[src/assert_macros.svh]
// Assertion macros for the RTL that carries checks; the top level includes them.
`ifndef ASSERT_MACROS_SVH
`define ASSERT_MACROS_SVH

// Property that must hold at every clock edge out of reset.
`define PDFM_ASSERT(lbl, prop, msg) \
  lbl: assert property (@(posedge clk) disable iff (!rst_n) (prop)) else $error(msg);

// Antecedent in one cycle implies consequent in the next cycle.
`define PDFM_ASSERT_NEXT(lbl, ante, cons, msg) \
  lbl: assert property (@(posedge clk) disable iff (!rst_n) (ante) |=> (cons)) \
    else $error(msg);

`endif

[src/pdfm_pkg.sv]
// Shared types and constants for the PWM duty and frequency meter.
`default_nettype none
package pdfm_pkg;

  // Configuration register indexes
  localparam int CFG_IW = 2;
  localparam logic [CFG_IW-1:0] CFG_INTERVAL  = 2'd0;
  localparam logic [CFG_IW-1:0] CFG_MIN_SPAN  = 2'd1;
  localparam logic [CFG_IW-1:0] CFG_LOW_PCT   = 2'd2;
  localparam logic [CFG_IW-1:0] CFG_HIGH_PCT  = 2'd3;

  // Configuration reset values
  localparam logic [9:0]  INTERVAL_RST  = 10'd50;
  localparam logic [15:0] MIN_SPAN_RST  = 16'd64;
  localparam logic [6:0]  LOW_PCT_RST   = 7'd40;
  localparam logic [6:0]  HIGH_PCT_RST  = 7'd60;

  // Arithmetic constants
  localparam logic [6:0]  PCT_FULL    = 7'd100;
  localparam logic [9:0]  DUTY_SCALE  = 10'd1000;
  localparam logic [9:0]  DUTY_MAX    = 10'd1000;
  localparam logic [15:0] FREQ_MAX    = 16'hFFFF;
  localparam logic [19:0] ONE_MILLION = 20'd1000000;

  // x / 100 == (x[22:2] * PCT_RECIP) >> 26 for any x below 2^23
  localparam logic [21:0] PCT_RECIP   = 22'd2684355;

  // Status of the serial divider
  typedef struct packed {
    logic busy;
    logic done;
  } div_stat_t;

endpackage
`default_nettype wire

[src/pdfm_div.sv]
// Restoring serial divider, one quotient bit per cycle.
`default_nettype none
module pdfm_div #(
  parameter int DW = 32,
  parameter int VW = 22
) (
  input  wire logic              clk,
  input  wire logic              rst_n,
  input  wire logic              start,
  input  wire logic [DW-1:0]     dividend,
  input  wire logic [VW-1:0]     divisor,
  output logic      [DW-1:0]     quotient,
  output pdfm_pkg::div_stat_t    stat
);
  import pdfm_pkg::*;

  localparam int CW = $clog2(DW + 1);

  logic          act_r;
  logic          done_r;
  logic [CW-1:0] cnt_r;
  logic [DW-1:0] quo_r;
  logic [VW-1:0] rem_r;
  logic [VW-1:0] dvs_r;

  logic [VW:0]   rem_sh;
  logic          q_bit;
  logic [VW-1:0] rem_nxt;

  always_comb begin
    rem_sh  = {rem_r, quo_r[DW-1]};
    q_bit   = rem_sh >= {1'b0, dvs_r};
    rem_nxt = q_bit ? VW'(rem_sh - {1'b0, dvs_r}) : rem_sh[VW-1:0];
  end

  always_ff @(posedge clk) begin
    if (!rst_n) begin
      act_r  <= 1'b0;
      done_r <= 1'b0;
      cnt_r  <= '0;
    end else begin
      done_r <= 1'b0;
      if (start) begin
        act_r <= 1'b1;
        cnt_r <= CW'(DW);
      end else if (act_r) begin
        cnt_r <= cnt_r - 1'b1;
        if (cnt_r == CW'(1)) begin
          act_r  <= 1'b0;
          done_r <= 1'b1;
        end
      end
    end
  end

  always_ff @(posedge clk) begin
    if (start) begin
      quo_r <= dividend;
      rem_r <= '0;
      dvs_r <= divisor;
    end else if (act_r) begin
      quo_r <= {quo_r[DW-2:0], q_bit};
      rem_r <= rem_nxt;
    end
  end

  assign quotient  = quo_r;
  assign stat.busy = act_r;
  assign stat.done = done_r;

endmodule
`default_nettype wire

[config.mk]
export PLATFORM = sky130hd
export DESIGN_NAME = pdfm_div
export DESIGN_NICKNAME = d
export VERILOG_FILES = /design/src/assert_macros.svh /design/src/pdfm_pkg.sv /design/src/pdfm_div.sv
export SDC_FILE = /design/constraint.sdc
export NUM_CORES = 1
export LEC_CHECK = 0
export ABC_AREA = 1
export BUFFER_PORTS_ARGS = -buffer_cell sky130_fd_sc_hd__buf_2
export CORE_MARGIN = 10
export CORE_UTILIZATION = 40
export CTS_CLUSTER_SIZE = 30
export DETAILED_ROUTE_END_ITERATION = 10
export GPL_TIMING_DRIVEN = 0
export HOLD_SLACK_MARGIN = 0.1
export PLACE_DENSITY = 0.68
export SLEW_MARGIN = 20
export SYNTH_ARGS = -nofsm -noshare
export SYNTH_HDL_FRONTEND = slang
export SYNTH_SLANG_ARGS = --single-unit
[constraint.sdc]
create_clock -name clk -period 6.46 [get_ports clk]
set_input_delay 0.969 -clock clk [delete_from_list [all_inputs] [get_ports clk]]
set_output_delay 0.969 -clock clk [all_outputs]
set_load 0.01 [all_outputs]
==> results.yml, run 1 <==
clock_network:
  cts_root_buf: "clkbuf_16"
  cts_resized: 0
  cts.sinks: 84
  clkTransAtPathRegs_ns: 0.07
  tritoncts: "built"
  cts_setup_buffers: 0
  clkLatencyLatePin_ns: 0.35
  numCtsBuffers: 9
  cts_buffer_depth: 2
  cts_max_level: 3
  cts_hold_buf: 0
routing:
  vias_per_cell: 4.69
  dr.pass1.iters: 6
  avgRoutedWirePerCell_um: 13.8
  ant_nets: 0
  drtIter0Drc: 343
  routed_wl_um: 13500
  drc: 0
  via_count: 4600
place:
  portBuffers: 90
  gp_congestion: 0.940
  place_area_mm2: 0.00596
  hpwl_um: 10600
  place_ws_ns: 3.45
pwr:
  p_per_area_mw_per_mm2: 218
  p_leak_nw: 3.25
  total_power_mw: 1.37
  ir_worst_vdd_v: 0.000188
global_route:
  grt_usage: 0.157
  use_met2: 0.245
  grt-ovfl-total: 0
  grt_antenna_before_repair: 0
  grt_pass1_wl_um: 22900
  grt-busiest-layer: "met2"
  grt_max_degree: 35
  use_met3: 0.0768
  grt_pass1_vias: 4669
  use_met1: 0.187
floorplan:
  fp.dieW_um: 135
  die_height_um: 135
  pin_count: 91
  start_util: 0.412
  row_count: 41
  dieArea_mm2: 0.0182
  core_area_mm2: 0.0128
critical_path:
  required_ns: 6.56
  crit_chain: "buf_2 -> clkbuf_1 -> nor2_1 -> clkinv_2 -> buf_12"
  cp_num_buf_inv: 4
  worstSetupPathType: "input port to flip-flop"
  crit_slowest_cell: "nor2_1"
  cp-startpoint: "start"
  start_kind: "input port"
  cp-end-kind: "flip-flop"
  timing.rr.start: "quotient[31]$_DFFE_PP_"
  cp.arrival_ns: 2.68
  cp_max_fo: 34
  critPathMaxStageDelay_ns: 0.49
  cp_top_family: "buffers and inverters"
timing:
  rsz0062_at_grt: "false"
  drv_slew: 0
  max_slew.worst_pin.slew_ns: 0.584
  finalCritPeriodShare: 0.400
  min_period_ns: 2.58
  setup_violations: 0
  tns_ns: 0
  skew_ns: 0.00813
  fmax_mhz: 387
  hold_viol: 0
  worst_slack_ns: 3.88
  slew_headroom: 0.611
finish:
  syn2layout_area_growth_pct: 19.1
  layout.nets: 886
  postLayoutCellArea_mm2: 0.00628
  fillers: 1264
  layout-drive-gt1-share: 0.204
  diodes: 0
synth:
  ys.flop_type: "edfxtp_1"
  async_flop_share: 0
  netlist_instances: 702
  synth_edf_count: 54
  syn-cell-area_mm2: 0.00527
  synth_fp_nets: 784
  avgSynthCellArea_um2: 7.51
  synth-seq-area-share: 0.422
  ys_seq_elements: 84
  yosysWarnings: 0
  synthDistinctLibCells: 40
outcome:
  status: "finished, final reports clean"
run:
  maxCapViolations: 0
worst_hold_path:
  hp-class: "flip-flop to flip-flop"
  hold_start: "rem_r[12]$_SDFFE_PP0P_"
metrics by stage:
| step | utilization | hold WS [ns] | cells |
|---|---|---|---|
| 2_1_floorplan | - | 0.444 | 702 |
| 3_3_place_gp | 0.465 | 0.459 | 964 |
| 3_5_place_dp | 0.466 | 0.461 | 965 |
| 4_1_cts | 0.491 | 0.473 | 981 |
| 5_1_grt | 0.491 | 0.491 | 981 |
| 6_report | 0.491 | 0.472 | 981 |
cell families after synthesis:
group	count (synthesis)	share of synthesized area
AOI/OAI and AO/OA	34	0.0392
xor gates and xnor gates	10	0.0166
adders and majority gates	25	0.0608
and+or+nand+nor	422	0.359
buffers and inverters	127	0.103
DFF	84	0.422
where the power goes:
group | total [mW] | internal [mW] | switching [mW] | leakage [nW]
clock network | 0.547 | 0.314 | 0.232 | 0.159
logic | 0.191 | 0.0712 | 0.120 | 2.30
registers | 0.633 | 0.614 | 0.0190 | 0.787
total | 1.37 | 1.00 | 0.371 | 3.25
final timing paths:
check	to	slack (ns)	cells past startpoint
worst max register to register	rem_r[16]$_SDFFE_PP0P_	4.23	14
worst min register to register	rem_r[12]$_SDFFE_PP0P_	0.47	2
worst max-delay path	quotient[11]$_DFFE_PP_	3.88	5
worst min-delay path	rem_r[12]$_SDFFE_PP0P_	0.47	2
area by class of cell:
class	count	area, µm²	share of cell area
Timing Repair Buffer	91	470	0.0749
Inverter	109	410	0.0654
Clock inverter	5	46.3	0.00737
Sequential cell	84	2220	0.354
Tap cell	172	215	0.0343
Multi-Input combinational cell	491	2500	0.399
Clock buffer	11	275	0.0439
Buffer	18	133	0.0211
worst register-to-register path, stage by stage (launching register included):
cell	delay (ns)
edfxtp_1	0.38
inv_1	0.10
ha_1	0.15
inv_1	0.07
fa_1	0.44
nand2_1	0.10
nand3_1	0.18
nand2_1	0.12
nand2_1	0.11
nand2_1	0.13
nand2_1	0.07
nand2_1	0.07
nand3_2	0.07
nand3_1	0.08
nand2_1	0.05
layer usage:
metal  vias to the layer above  part of all wire
li1                       2414                 -
met4                         0             0.013
met1                      2015              0.44
met5                         -                 0
met3                        15              0.11
met2                       156              0.44
cell usage after synthesis (2+ instances only):
library cell	count	area, µm²
inv_2	5	18.8
edfxtp_1	54	1620
nor2_2	4	25.0
nor2_4	3	33.8
buf_6	6	67.6
buf_4	2	15.0
nor2_1	34	128
nand3_2	12	120
o21bai_1	3	22.5
nand2_1	282	1060
xnor2_1	9	78.8
nand2_2	14	87.6
clkbuf_1	8	30.0
ha_1	24	300
nor3b_1	2	15.0
inv_1	102	383
nor3_1	5	25.0
nand3b_1	12	90.1
o21ai_1	9	45.0
a21oi_1	13	65.1
nand4_1	4	25.0
clkinv_1	2	7.51
dfxtp_1	30	601
a21oi_2	4	35.0
nand3_1	44	220
sequential cells by signal, summed over array words and instances, names as in the netlist:
register,count
cnt_r,6
dvs_r,22
quotient,32
rem_r,22
act_r,1
done_r,1
cells in the final DEF (no fill, tap or decap), drive strengths merged:
master	count
a211oi	1
a21boi	1
a21oi	17
a31oi	1
and2	1
and3	1
buf	101
clkbuf	19
clkinv	4
dfxtp	30
edfxtp	54
fa	1
ha	24
inv	110
nand2	297
nand3	56
nand3b	13
nand4	5
nor2	41
nor3	5
nor3b	2
nor4	1
o21ai	11
o21bai	3
xnor2	9
xor2	1
Power figures use the tool's default switching activity.
==> run 2: changes to the inputs <==
--- a/config.mk
+++ b/config.mk
@@ -13,7 +13,7 @@
 export DETAILED_ROUTE_END_ITERATION = 10
 export GPL_TIMING_DRIVEN = 0
 export HOLD_SLACK_MARGIN = 0.1
-export PLACE_DENSITY = 0.68
+export PLACE_DENSITY = 0.7
 export SLEW_MARGIN = 20
 export SYNTH_ARGS = -nofsm -noshare
 export SYNTH_HDL_FRONTEND = slang
==> constraint.sdc (replaced) <==
create_clock -name clk -period 2.35 [get_ports clk]
set_input_delay 0.3525 -clock clk [delete_from_list [all_inputs] [get_ports clk]]
set_output_delay 0.3525 -clock clk [all_outputs]
set_load 0.01 [all_outputs]
==> run 2 against run 1 <==
Net effect:
- sequential share of layout area grew 0.057 points
- power rose to 2.8 times the previous value
- via count rose by 0.37%
- hold slack got worse by 0.30 ns
- die area is the same
- critical path depth rose by 9
- critical endpoint is now rem_r[16]$_SDFFE_PP0P_
- clock power rose to 2.8 times the previous value
- clock skew about the same
- non-clock buffer count shrank 1
- routed wire length is 0.63% higher
- combinational power grew to 2.7 times the previous value
==> results.yml, run 2 (same netlist as run 1, synthesis figures left out) <==
outcome:
  status: "finished, final reports clean"
timing:
  setup_violations: 0
  hold_viol: 0
  rsz0062_at_grt: "false"
  worst_slack_ns: 0.189
  fmax_mhz: 463
  skew_ns: 0.00824
  drv_slew: 0
  min_period_ns: 2.16
  max_slew.worst_pin.slew_ns: 0.703
  slew_headroom: 0.529
  finalCritPeriodShare: 0.920
finish:
  fillers: 1254
  final_util: 0.491
  syn2layout_area_growth_pct: 19.0
  seq_area_mm2: 0.00222
  stdcell_count: 980
  final_common_cell: "nand2_1"
  multi_input_area_mm2: 0.00251
  diodes: 0
  layout-drive-gt1-share: 0.204
  final_cell_mix: "nand2_1, inv_1, buf_2, edfxtp_1, nand3_1"
  layout.nets: 885
  largest_reg_flops: 32
  postLayoutCellArea_mm2: 0.00627
critical_path:
  crit_chain: "inv_1 -> ha_1 -> inv_1 -> fa_1 -> nand2_1 -> nand3_2 -> nand2_1 -> nand2_1 -> nand2_1 -> nand2_1 -> nand2_1 -> nand3_2 -> nand3_1 -> nand2_1"
  worstSetupPathType: "flip-flop to flip-flop"
  reg2regPathDepth: 14
  start_kind: "flip-flop"
  crit_top_cell: "nand2_1"
  crit_slowest_cell: "fa_1"
  reg2reg_to: "rem_r[16]$_SDFFE_PP0P_"
  cp_max_fo: 4
  required_ns: 2.59
  timing.rr.start: "quotient[31]$_DFFE_PP_"
  r2r_setup_slack_ns: 0.19
  cp-end-kind: "flip-flop"
  cp_top_family: "simple AND/OR/NAND/NOR gates"
  critPathMaxStageDelay_ns: 0.46
  cp.arrival_ns: 2.40
  cp_num_buf_inv: 2
clock_network:
  cts_buffer_depth: 2
  clkTransAtPathRegs_ns: 0.07
  cts_root_buf: "clkbuf_16"
  tritoncts: "built"
  clkLatencyLatePin_ns: 0.35
  cts_setup_buffers: 0
  numCtsBuffers: 9
  cts.sinks: 84
  cts_max_level: 3
  cts_hold_buf: 0
floorplan:
  pin_count: 91
  start_util: 0.412
  core_area_mm2: 0.0128
  row_count: 41
  fp.dieW_um: 135
  dieArea_mm2: 0.0182
  die_height_um: 135
pwr:
  combPwrFrac: 0.138
  total_power_mw: 3.78
  p_clk_frac: 0.402
  p_leak_nw: 3.24
  switching_power_mw: 1.01
  p_int_mw: 2.76
  pwr-share-seq: 0.461
  ir_worst_vdd_v: 0.000487
  swShare: 0.268
  p_per_area_mw_per_mm2: 603
worst_hold_path:
  hold_start: "divisor[0]"
  min_to: "dvs_r[0]$_DFFE_PP_"
  hp-class: "input port to flip-flop"
  hold_depth: 1
place:
  hpwl_um: 10300
  portBuffers: 90
  gp_congestion: 0.955
  place_inst: 964
  place_ws_ns: -0.434
  place_area_mm2: 0.00594
routing:
  routed_wl_um: 13600
  drtIter0Drc: 279
  avgRoutedWirePerCell_um: 13.9
  drc: 0
  vias_per_cell: 4.71
  dr.pass1.iters: 7
  via_count: 4617
  ant_nets: 0
global_route:
  grt_pass1_vias: 4707
  grt-ovfl-total: 0
  grt_antenna_before_repair: 1
  grt_usage: 0.155
  grt_pass1_wl_um: 22600
  grt_max_degree: 42
run:
  maxCapViolations: 0
-- run 2: layer usage --
metal,wire length [µm],global-route usage
met1,5980,0.183
met2,6010,0.243
met3,1440,0.0794
met4,165,0.0375
met5,13,0
-- run 2: worst reg2reg max path, cell delays in order, from the launching register on --
cell and delay [ns]:
edfxtp_1 0.38, inv_1 0.10, ha_1 0.14, inv_1 0.08, fa_1 0.46, nand2_1 0.12
nand3_2 0.13, nand2_1 0.09, nand2_1 0.11, nand2_1 0.13, nand2_1 0.07, nand2_1 0.08
nand3_2 0.06, nand3_1 0.08, nand2_1 0.05
-- run 2: stage by stage --
stage / hold WS [ns] / setup TNS, ns
2_1_floorplan: 0.444 / 0
3_3_place_gp: 0.459 / -48.01
4_1_cts: 0.163 / 0
5_1_grt: 0.164 / 0
6_report: 0.177 / 0
3_5_place_dp: 0.460 / -17.17
-- run 2: power by group through the flow --
| stage | sequential [mW] | combinational, mW | clock, mW |
|---|---|---|---|
| 2_1_floorplan | 1.79 | 0.297 | 0 |
| 3_3_place_gp | 1.77 | 0.518 | 0 |
| 3_5_place_dp | 1.77 | 0.524 | 0 |
| 4_1_cts | 1.74 | 0.526 | 1.55 |
| 5_1_grt | 1.75 | 0.594 | 1.62 |
| 6_report | 1.74 | 0.520 | 1.52 |
-- run 2: cell type report --
class / count / area share
Tap cell: 172 / 0.0343
Sequential cell: 84 / 0.355
Multi-Input combinational cell: 491 / 0.400
Buffer: 18 / 0.0212
Inverter: 109 / 0.0661
Clock buffer: 12 / 0.0461
Clock inverter: 4 / 0.00539
Timing Repair Buffer: 90 / 0.0719
-- run 2: worst max-delay path by stage --
stage | startpoint | endpoint | slack, ns | cells after the start
6_report | quotient[31]$_DFFE_PP_ | rem_r[16]$_SDFFE_PP0P_ | 0.19 | 14
3_5_place_dp | start | quotient[16]$_DFFE_PP_ | -0.43 | 4
4_1_cts | quotient[31]$_DFFE_PP_ | rem_r[16]$_SDFFE_PP0P_ | 0.13 | 14
3_3_place_gp | start | quotient[16]$_DFFE_PP_ | -1.21 | 4
5_1_grt | quotient[31]$_DFFE_PP_ | rem_r[16]$_SDFFE_PP0P_ | 0.02 | 14
2_1_floorplan | start | quotient[0]$_DFFE_PP_ | 0.24 | 3
-- run 2: repair_timing --
action / in CTS / in global routing
setup endpoints to repair: 36 / 3
pin swaps: 0 / 0
resized for setup: 1 / 1
==> run 3: changes to the inputs <==
--- a/config.mk
+++ b/config.mk
@@ -5,7 +5,6 @@
 export SDC_FILE = /design/constraint.sdc
 export NUM_CORES = 1
 export LEC_CHECK = 0
-export ABC_AREA = 1
 export BUFFER_PORTS_ARGS = -buffer_cell sky130_fd_sc_hd__buf_2
 export CORE_MARGIN = 10
 export CORE_UTILIZATION = 40
@@ -13,7 +12,7 @@
 export DETAILED_ROUTE_END_ITERATION = 10
 export GPL_TIMING_DRIVEN = 0
 export HOLD_SLACK_MARGIN = 0.1
-export PLACE_DENSITY = 0.7
+export PLACE_DENSITY = 0.71
 export SLEW_MARGIN = 20
 export SYNTH_ARGS = -nofsm -noshare
 export SYNTH_HDL_FRONTEND = slang
==> run 3 against run 2 <==
Net effect:
- the flow now finishes with violations (setup timing)
- utilization is 7.3 points higher
- flip-flop and latch count stayed put
- combinational power is 110% higher
- non-clock buffer count is 42 higher
- largest cell class unchanged
- sequential power is 3% higher
- global-route usage is 0.79 points higher
- sequential share of layout area is 1.2 points lower
- cell count is 24% lower
- clock power is 12% lower
- fmax is 17% lower
- hold slack worse by 0.0071 ns
- via count is 10% lower
==> results.yml, run 3 <==
outcome:
  status: "complete, but fails checks"
  failed_checks: "setup timing"
floorplan:
  row_count: 39
  start_util: 0.411
  die_height_um: 129
  core_area_mm2: 0.0115
  dieArea_mm2: 0.0166
  fp.dieW_um: 129
  pin_count: 91
timing:
  fmax_mhz: 386
  tns_ns: -3.53
  min_period_ns: 2.59
  rsz0062_at_grt: "true"
  skew_ns: 0.00574
  drv_slew: 0
  finalCritPeriodShare: 1.10
  setup_violations: 23
  slew_headroom: 0.442
  hold_viol: 0
  worst_slack_ns: -0.239
  max_slew.worst_pin.slew_ns: 0.837
routing:
  drc: 0
  via_count: 4154
  drtIter0Drc: 238
  ant_nets: 0
  avgRoutedWirePerCell_um: 18.6
  routed_wl_um: 13800
  dr.pass1.iters: 5
  vias_per_cell: 5.61
critical_path:
  start_kind: "flip-flop"
  cp_max_fo: 6
  cp-end-kind: "flip-flop"
  required_ns: 2.62
  cp.arrival_ns: 2.85
  worstSetupPathType: "flip-flop to flip-flop"
clock_network:
  cts_root_buf: "clkbuf_16"
  cts_max_level: 3
  clkLatencyLatePin_ns: 0.35
  tritoncts: "built"
  numCtsBuffers: 9
  cts.sinks: 84
  clkTransAtPathRegs_ns: 0.06
  cts_buffer_depth: 2
global_route:
  grt_usage: 0.163
  grt_antenna_before_repair: 0
  grt_pass1_vias: 4291
  grt_pass1_wl_um: 21500
  grt-ovfl-total: 0
  grt_max_degree: 33
synth:
  synth_most_common_cell: "edfxtp_1"
  yosysWarnings: 0
  ys.flop_type: "edfxtp_1"
  synth_fp_nets: 536
  avgSynthCellArea_um2: 10.4
  synth_common_cells: "edfxtp_1, inv_1, mux2_2, nor2_1, nand2_1"
  synth_area_leaders: "edfxtp_1, dfxtp_1, mux2_2"
  syn-cell-area_mm2: 0.00473
  synthDistinctLibCells: 61
  netlist_instances: 454
  synth_edf_count: 54
  synth-seq-area-share: 0.470
  ys_seq_elements: 84
  async_flop_share: 0
  synth.largest_area_cell: "edfxtp_1"
  yosysTopAreaCellShare: 0.343
place:
  portBuffers: 90
  place_inst: 687
  gp_congestion: 0.868
  hpwl_um: 9110
  place_area_mm2: 0.00544
pwr:
  ir_worst_vdd_v: 0.000570
  p_clk_frac: 0.318
  switching_power_mw: 1.27
  p_per_area_mw_per_mm2: 648
  total_power_mw: 4.21
  combPwrFrac: 0.255
  pwr-share-seq: 0.427
  p_leak_nw: 2.58
  swShare: 0.301
  p_int_mw: 2.94
finish:
  postLayoutCellArea_mm2: 0.00649
  final_common_cell: "buf_2"
  final_cell_mix: "buf_2, edfxtp_1, buf_4, mux2_2, nor2_1"
  syn2layout_area_growth_pct: 37.3
  layout.nets: 675
  layout-drive-gt1-share: 0.438
  diodes: 0
  stdcell_count: 741
  largest_reg_flops: 32
run:
  maxCapViolations: 0
worst_hold_path:
  hp-class: "input port to flip-flop"
[run 3: cell types whose count changed after synthesis, sizes merged, moves of 6 or more]
cell    delta
nand2    -265
inv       -74
nand3     -48
mux2      +33
nand3b    -13
a21oi     +12
a21o      +11
o21ai     +11
a211oi    +10
mux2i      +9
nor2       -8
nor3       +7
o21a       +6
[run 3: worst paths after layout]
check	cells after the start	end	start	slack (ns)
hold reg to reg	2	cnt_r[0]$_SDFFE_PP0P_	cnt_r[0]$_SDFFE_PP0P_	0.50
setup reg to reg	10	rem_r[11]$_SDFFE_PP0P_	dvs_r[20]$_DFFE_PP_	-0.24
hold / removal	1	dvs_r[7]$_DFFE_PP_	divisor[7]	0.17
setup / recovery	10	rem_r[11]$_SDFFE_PP0P_	dvs_r[20]$_DFFE_PP_	-0.24
[run 3: worst max-delay path: stages (launching register included)]
cell	delay [ns]
edfxtp_1	0.34
inv_2	0.05
ha_4	0.29
nand3_4	0.07
or2_1	0.23
or4_4	0.53
a21oi_4	0.17
buf_6	0.13
nor2_4	0.05
or3b_1	0.37
a311oi_2	0.27
[run 3: power by group through the flow]
| stage | registers (mW) | clock network, mW | logic (mW) |
|---|---|---|---|
| 6_report | 1.80 | 1.34 | 1.07 |
| 5_1_grt | 1.81 | 1.41 | 1.16 |
| 4_1_cts | 1.79 | 1.37 | 0.972 |
| 3_5_place_dp | 1.81 | 0 | 0.823 |
| 3_3_place_gp | 1.81 | 0 | 0.801 |
| 2_1_floorplan | 1.83 | 0 | 0.547 |
[run 3: timing repair]
item | 4_1_cts | 5_1_grt
hold buffers | 0 | 0
endpoints found under the hold margin | 0 | 0
setup endpoints to repair | 55 | 55
pin swaps | 42 | 29
buffers inserted | 30 | 8
cloned | 2 | 1
gates resized for setup | 62 | 40
[run 3: stage by stage]
step	util	setup WS, ns	hold WS (ns)
finish	0.564	-0.239	0.170
global route	0.564	-0.328	0.162
CTS	0.542	-0.188	0.159
detailed placement	0.473	-0.612	0.480
global placement	0.473	-0.532	0.476
floorplan	-	-0.0529	0.451
[run 3: kinds of logic (layout without fill, tap and decap cells)]
kind of cell,Yosys count,in the layout,share of synthesized area
flip-flops,84,84,0.470
AND/OR/NAND/NOR,118,118,0.120
buffers and inverters,56,200,0.0521
AO/OA/AOI/OAI,112,112,0.161
adder cells (fa/ha/maj),25,25,0.0677
multiplexers,42,42,0.0976
XOR/XNOR,17,17,0.0315
[run 3: layer usage]
| layer | up-vias | global-route usage | share of wire | wire, µm |
|---|---|---|---|---|
| met3 | 25 | 0.0764 | 0.11 | 1500 |
| met2 | 191 | 0.266 | 0.48 | 6660 |
| met5 | - | 0 | 0 | 0 |
| met4 | 0 | 0.0716 | 0.021 | 294 |
| li1 | 1960 | - | - | - |
| met1 | 1978 | 0.178 | 0.39 | 5340 |
[run 3: area by class of cell]
class                           instances  area, µm²
Buffer                                 21        159
Clock buffer                            9        225
Clock inverter                          7       50.0
Fill cell                             947       5020
Inverter                               33        128
Multi-Input combinational cell        314       2720
Sequential cell                        84       2230
Tap cell                              143        179
Timing Repair Buffer                  129        793
Timing Repair inverter                  1       7.51
